<file path="src/hw/rtl/cmfuv_pkg.sv">
// Shared constants for the cube-map face and coordinate block.
// No dependencies; used by cube_map_face_uv.
`default_nettype none
package cmfuv_pkg;
   localparam logic [2:0] FACE_RIGHT  = 3'd0;
   localparam logic [2:0] FACE_LEFT   = 3'd1;
   localparam logic [2:0] FACE_TOP    = 3'd2;
   localparam logic [2:0] FACE_BOTTOM = 3'd3;
   localparam logic [2:0] FACE_BACK   = 3'd4;
   localparam logic [2:0] FACE_FRONT  = 3'd5;
endpackage
`default_nettype wire

</file>
<file path="src/hw/rtl/cmfuv_div_cell.sv">
// One restoring-division cell: produces one quotient bit for both coordinates.
// Depends on nothing but its parameters; chained by cube_map_face_uv.
`default_nettype none
module cmfuv_div_cell #(
   parameter int MW = 18,
   parameter int QW = 17
) (
   input  wire logic          clock,
   input  wire logic          advance,
   input  wire logic [MW-1:0] div_in,
   input  wire logic [MW-1:0] rem_u_in,
   input  wire logic [MW-1:0] rem_v_in,
   input  wire logic [QW-1:0] q_u_in,
   input  wire logic [QW-1:0] q_v_in,
   input  wire logic [2:0]    face_in,
   input  wire logic          zero_in,
   output logic      [MW-1:0] div_out,
   output logic      [MW-1:0] rem_u_out,
   output logic      [MW-1:0] rem_v_out,
   output logic      [QW-1:0] q_u_out,
   output logic      [QW-1:0] q_v_out,
   output logic      [2:0]    face_out,
   output logic               zero_out
);
   logic [MW:0] sh_u, sh_v;
   logic        ge_u, ge_v;

   // Remainders never exceed the divisor, so the shifted value needs one more bit.
   assign sh_u = {rem_u_in, 1'b0};
   assign sh_v = {rem_v_in, 1'b0};
   assign ge_u = sh_u >= {1'b0, div_in};
   assign ge_v = sh_v >= {1'b0, div_in};

   always_ff @(posedge clock) begin
      if (advance) begin
         div_out   <= div_in;
         rem_u_out <= ge_u ? MW'(sh_u - {1'b0, div_in}) : sh_u[MW-1:0];
         rem_v_out <= ge_v ? MW'(sh_v - {1'b0, div_in}) : sh_v[MW-1:0];
         q_u_out   <= {q_u_in[QW-2:0], ge_u};
         q_v_out   <= {q_v_in[QW-2:0], ge_v};
         face_out  <= face_in;
         zero_out  <= zero_in;
      end
   end
endmodule
`default_nettype wire

</file>
<file path="src/hw/rtl/cube_map_face_uv.sv">
// Top level of the cube-map face selector with face coordinates.
// Depends on cmfuv_pkg and cmfuv_div_cell.
//
//   Channel | Ports                                       | Direction
//   --------+---------------------------------------------+----------
//   request | req_valid req_ready req_dir_x/y/z           | in
//   result  | rsp_valid rsp_ready rsp_face rsp_u/v_coord  | out
//           | rsp_zero_vector                             |
//
// One direction is taken per cycle unless the chain stalls. There is one
// front stage (magnitudes, face pick, numerator set-up), UV_BITS division
// cells that each yield one quotient bit of u and v, and one output register.
// The whole chain advances together whenever the output register is empty
// or its result is being taken, so a stalled consumer freezes the chain.
// Synchronous reset clears only the valid bits of the stages.
`default_nettype none
module cube_map_face_uv
   import cmfuv_pkg::*;
#(
   parameter int COORD_BITS = 16,
   parameter int UV_BITS    = 16
) (
   input  wire logic                  clock,
   input  wire logic                  reset,
   input  wire logic                  req_valid,
   output logic                       req_ready,
   input  wire logic [COORD_BITS-1:0] req_dir_x,
   input  wire logic [COORD_BITS-1:0] req_dir_y,
   input  wire logic [COORD_BITS-1:0] req_dir_z,
   output logic                       rsp_valid,
   input  wire logic                  rsp_ready,
   output logic [2:0]                 rsp_face,
   output logic [UV_BITS-1:0]         rsp_u_coord,
   output logic [UV_BITS-1:0]         rsp_v_coord,
   output logic                       rsp_zero_vector
);
   // Magnitudes take COORD_BITS bits; divisor 2m and numerators c+m one more.
   localparam int MW    = COORD_BITS + 1;
   localparam int QW    = UV_BITS;
   localparam int CELLS = UV_BITS;

   logic advance;
   logic [CELLS+1:0] vld_ff;
   logic [CELLS+1:0] vld_in;

   logic signed [COORD_BITS:0] sx, sy, sz, uc, vc;
   logic [COORD_BITS:0] ax, ay, az, mg;
   logic ymaj, zmaj;
   logic [2:0] face_sel;

   logic [MW-1:0] div_c [CELLS+1];
   logic [MW-1:0] ru_c  [CELLS+1];
   logic [MW-1:0] rv_c  [CELLS+1];
   logic [QW-1:0] qu_c  [CELLS+1];
   logic [QW-1:0] qv_c  [CELLS+1];
   logic [2:0]    fc_c  [CELLS+1];
   logic          zr_c  [CELLS+1];

   logic [UV_BITS-1:0] u_sat, v_sat;

   // The chain moves as one; it stalls only while an unclaimed result is held.
   assign advance   = !rsp_valid || rsp_ready;
   assign req_ready = advance;

   assign sx = {req_dir_x[COORD_BITS-1], req_dir_x};
   assign sy = {req_dir_y[COORD_BITS-1], req_dir_y};
   assign sz = {req_dir_z[COORD_BITS-1], req_dir_z};
   assign ax = sx[COORD_BITS] ? (COORD_BITS+1)'(0) - sx : sx;
   assign ay = sy[COORD_BITS] ? (COORD_BITS+1)'(0) - sy : sy;
   assign az = sz[COORD_BITS] ? (COORD_BITS+1)'(0) - sz : sz;
   assign ymaj = (ay >= ax) && (ay >= az);
   assign zmaj = (az >= ax) && (az >= ay);

   // Earlier tests win, so z has priority over y and y over x. Zero is negative.
   always_comb begin
      priority if (zmaj) begin
         mg = az;
         vc = -sy;
         if (sz > 0) begin
            uc = sx;
            face_sel = FACE_BACK;
         end else begin
            uc = -sx;
            face_sel = FACE_FRONT;
         end
      end else if (ymaj) begin
         mg = ay;
         uc = sx;
         vc = sz;
         face_sel = (sy > 0) ? FACE_TOP : FACE_BOTTOM;
      end else begin
         mg = ax;
         vc = -sy;
         if (sx > 0) begin
            uc = -sz;
            face_sel = FACE_RIGHT;
         end else begin
            uc = sz;
            face_sel = FACE_LEFT;
         end
      end
   end

   // Front stage. The numerator c+m never exceeds the divisor 2m, so the
   // first cell compares 2(c+m) against 2m and yields the first fraction bit.
   always_ff @(posedge clock) begin
      if (advance) begin
         div_c[0] <= MW'({mg, 1'b0});
         ru_c[0]  <= MW'(uc + $signed(mg));
         rv_c[0]  <= MW'(vc + $signed(mg));
         qu_c[0]  <= '0;
         qv_c[0]  <= '0;
         fc_c[0]  <= face_sel;
         zr_c[0]  <= (mg == '0);
      end
   end

   // After UV_BITS cells the quotient is floor((c+m)*2^UV_BITS/(2m)) for
   // c below m. When c equals m the remainder stays at the divisor and every
   // bit comes out one, which is the saturated value.
   genvar gi;
   generate
      for (gi = 0; gi < CELLS; gi++) begin : g_cell
         cmfuv_div_cell #(.MW(MW), .QW(QW)) u_cell (
            .clock     (clock),
            .advance   (advance),
            .div_in    (div_c[gi]),
            .rem_u_in  (ru_c[gi]),
            .rem_v_in  (rv_c[gi]),
            .q_u_in    (qu_c[gi]),
            .q_v_in    (qv_c[gi]),
            .face_in   (fc_c[gi]),
            .zero_in   (zr_c[gi]),
            .div_out   (div_c[gi+1]),
            .rem_u_out (ru_c[gi+1]),
            .rem_v_out (rv_c[gi+1]),
            .q_u_out   (qu_c[gi+1]),
            .q_v_out   (qv_c[gi+1]),
            .face_out  (fc_c[gi+1]),
            .zero_out  (zr_c[gi+1])
         );
      end
   endgenerate

   assign u_sat = qu_c[CELLS];
   assign v_sat = qv_c[CELLS];

   always_ff @(posedge clock) begin
      if (advance) begin
         rsp_face        <= fc_c[CELLS];
         rsp_zero_vector <= zr_c[CELLS];
         rsp_u_coord     <= zr_c[CELLS] ? '0 : u_sat;
         rsp_v_coord     <= zr_c[CELLS] ? '0 : v_sat;
      end
   end

   // One valid bit per register stage: front stage, each cell, output.
   always_comb begin
      vld_in = vld_ff;
      if (advance) begin
         vld_in = {vld_ff[CELLS:0], req_valid};
      end
   end

   always_ff @(posedge clock) begin
      if (reset) begin
         vld_ff <= '0;
      end else begin
         vld_ff <= vld_in;
      end
   end

   assign rsp_valid = vld_ff[CELLS+1];

   // A stalled result must hold its value.
   a_hold: assert property (@(posedge clock) disable iff (reset)
      rsp_valid && !rsp_ready |=> rsp_valid && $stable(rsp_u_coord) && $stable(rsp_face))
      else $error("result changed while stalled");
   // A zero vector always reports zero coordinates.
   a_zero: assert property (@(posedge clock) disable iff (reset)
      rsp_valid && rsp_zero_vector |-> rsp_u_coord == '0 && rsp_v_coord == '0)
      else $error("zero vector with nonzero coordinates");
   // Face codes stay within the six faces.
   a_face: assert property (@(posedge clock) disable iff (reset)
      rsp_valid |-> rsp_face <= FACE_FRONT)
      else $error("face out of range");
   // The input side is ready whenever the output side is not stalled.
   a_ready: assert property (@(posedge clock) disable iff (reset)
      rsp_ready |-> req_ready)
      else $error("input stalled without output stall");
endmodule
`default_nettype wire
</file>
<file path="config.mk">
export PLATFORM = sky130hd
export DESIGN_NAME = cube_map_face_uv
export DESIGN_NICKNAME = d
export VERILOG_FILES = /design/src/hw/rtl/cmfuv_pkg.sv /design/src/hw/rtl/cmfuv_div_cell.sv /design/src/hw/rtl/cube_map_face_uv.sv
export SDC_FILE = /design/constraint.sdc
export NUM_CORES = 2
export LEC_CHECK = 0
export ABC_CLOCK_PERIOD_IN_PS = 71900
export BUFFER_PORTS_ARGS = -buffer_cell sky130_fd_sc_hd__buf_2
export CORE_UTILIZATION = 64
export DETAILED_ROUTE_END_ITERATION = 7
export GPL_ROUTABILITY_DRIVEN = 0
export PLACE_DENSITY_LB_ADDON = 0.25
export SYNTH_ARGS = -nofsm -noshare
export SYNTH_HDL_FRONTEND = slang
export SYNTH_SLANG_ARGS = --single-unit
</file>
<file path="constraint.sdc">
create_clock -name clock -period 71.9 [get_ports clock]
set_input_delay 14.38 -clock clock [delete_from_list [all_inputs] [get_ports clock]]
set_output_delay 14.38 -clock clock [all_outputs]
set_load 0.01 [all_outputs]
</file>
==> reports/results.ini <==
[finish]
final_net_count=6947
final_cell_mix=1,146 x edfxtp_1, 805 x nand2_1, 613 x inv_1, 594 x ha_1, 509 x o21ai_0
final_common_cell=edfxtp_1
drive_above_1_share_pct=7.36
area_growth_pct=9.47

[synth]
seq_area_frac_synth_pct=52.4
synth_fp_nets=6813
syn_area_per_cell_um2=10.8
synthCells=6135
synth-edff-count=1146
synth_flop_cell=edfxtp_1
ys_seq_elements=1164
async_reset_ff_share_pct=0
synth.distinct_cells=74
ys_warn_count=0
synth_area_um2=66400

[run]
max_cap_viol_count=0

[grt]
overflow=0
use_met3_pct=3.93
grt_max_degree=172
grt_first_pass_wirelength_mm=239
grt_util_all_layers_pct=29.4
grtUsageMet2_pct=50.2
grt_pass1_vias=45200
antenna_found_initial=2
busiest_layer=met2
gr-usage-met1_pct=36.7

[worst_setup_path]
required_ns=57.52
startpoint_type=primary input
r2r_start=vld_ff[17]
cp-end-kind=output pin
crit_fanout=81
startpoint=rsp_ready
arrival_ns=15.46
path_class=in2out

[die]
num_rows=117
start_util_pct=64.9
top_level_ports=90
die_x_um=324
fp.coreArea_um2=102000
dieArea_um2=105000
die_h_um=324

[sta]
period_share_pct=41.5
layout_setup_ws_ns=42.06
rsz0062_at_grt=no
fin_skew_ns=0.0855
final.setup.tns_ns=0
clock.fmax_mhz=33.5
period_needed_ns=29.84
tightestPinTransition_ns=1.27
drv_slew=0
max_slew_margin_pct=15.1
hold_viol=0
setup_viol=0

[cts]
cts_repair_resize_count=0
cts_sinks=1164
cts_setup_buffers=0
cts_buffers=117
h-tree-depth=3
cts.clk_slew.worst_paths_ns=0.06
clkLatencyLatePin_ns=0.73
clockRootBuffer=clkbuf_16
cts_tree=done
clockBufferDepth=3
hold_buffers=0

[status]
status=completed

[detailed_routing]
drt_iter0_markers=4517
routed_wl_mm=154
postRouteAntennaNets=0
drc=0
vias=47100
first_pass_iters=6
wl_per_cell_um=19.9
vias_per_cell=6.08

[min_path]
min_path_type=reg2reg
hold_start=g_cell[14].u_cell.face_out[2]

[placed_design]
pre_cts_slack_ns=42.07
io_buffers=89
dp_hpwl_mm=116

Yosys cell counts (73+ instances only):
cell type | instances | area share (%)
nand4_1 | 98 | 0.92
xor2_1 | 104 | 1.4
nor2_1 | 240 | 1.4
nand2_1 | 805 | 4.5
nand3_1 | 73 | 0.55
nor2b_1 | 132 | 1.2
o31ai_1 | 186 | 2.1
a21o_1 | 88 | 0.99
xnor2_1 | 202 | 2.7
edfxtp_1 | 1146 | 52
nor3_1 | 142 | 1.1
a21oi_1 | 299 | 2.3
ha_1 | 594 | 11
inv_1 | 613 | 3.5
o21ai_0 | 509 | 3.8
clkbuf_1 | 105 | 0.59
a21boi_0 | 142 | 1.6
kinds of logic (layout without fill, tap and decap cells):
family / Yosys count / count (layout) / synth area share, %
XOR/XNOR: 308 / 308 / 4.08
flip-flops: 1164 / 1164 / 52.4
adder cells (fa/ha/maj): 630 / 630 / 12.2
buffers and inverters: 735 / 973 / 4.19
multiplexers: 69 / 69 / 1.11
other: 0 / 1 / 0
AO/OA/AOI/OAI: 1472 / 1472 / 13.7
AND/OR/NAND/NOR: 1757 / 1757 / 12.3
worst max-delay path: stages:
cell	delay [ns]
buf_2	0.08
nor2b_1	0.04
buf_4	0.21
inv_8	0.45
buf_2	0.24
layer usage:
layer | vias to the layer above | part of all wire (%)
met5 | - | 0
met4 | 0 | 5.2
met3 | 442 | 6.7
met2 | 1820 | 48
met1 | 22200 | 40
li1 | 22600 | -
stage by stage:
step | hold WS, ns | instance area, um^2 | util, % | std cells
global placement | 0.401 | 68700 | 67.1 | 7518
detailed placement | 0.405 | 68700 | 67.1 | 7518
CTS | 0.364 | 72700 | 71.1 | 7741
global route | 0.377 | 72700 | 71.1 | 7741
floorplan | 0.400 | 66400 | - | 6135
finish | 0.374 | 72700 | 71.1 | 7742
registers in the layout, summed over array words and instances (netlist names), 17 cells and up:
| signal | cells |
|---|---|
| g_cell.u_cell.q_u_out | 136 |
| rv_c | 17 |
| g_cell.u_cell.rem_v_out | 240 |
| g_cell.u_cell.rem_u_out | 240 |
| vld_ff | 18 |
| g_cell.u_cell.q_v_out | 136 |
| ru_c | 17 |
| g_cell.u_cell.face_out | 48 |
| g_cell.u_cell.div_out | 240 |
area by class of cell:
| class | instances | area [um^2] |
|---|---|---|
| clock buffer | 127 | 2970 |
| fill | 7148 | 29600 |
| inverter | 615 | 2320 |
| clock inverter | 96 | 1090 |
| multi-input combinational | 4236 | 29100 |
| sequential | 1164 | 34800 |
| timing repair buffer | 135 | 803 |
| antenna | 1 | 2.50 |
| tap | 1368 | 1710 |
path summary, 6_finish.rpt:
kind,end,slack [ns],cells past startpoint
worst max-delay path,req_ready,42.06,5
worst min-delay path,g_cell[15].u_cell.face_out[2],0.37,0
worst max register to register,g_cell[9].u_cell.div_out[14],66.82,7
worst min register to register,g_cell[15].u_cell.face_out[2],0.37,0
Power is left out: the tool's default activity adds up to more than one toggle a clock period on the data nets, which glitch-free logic cannot reach.
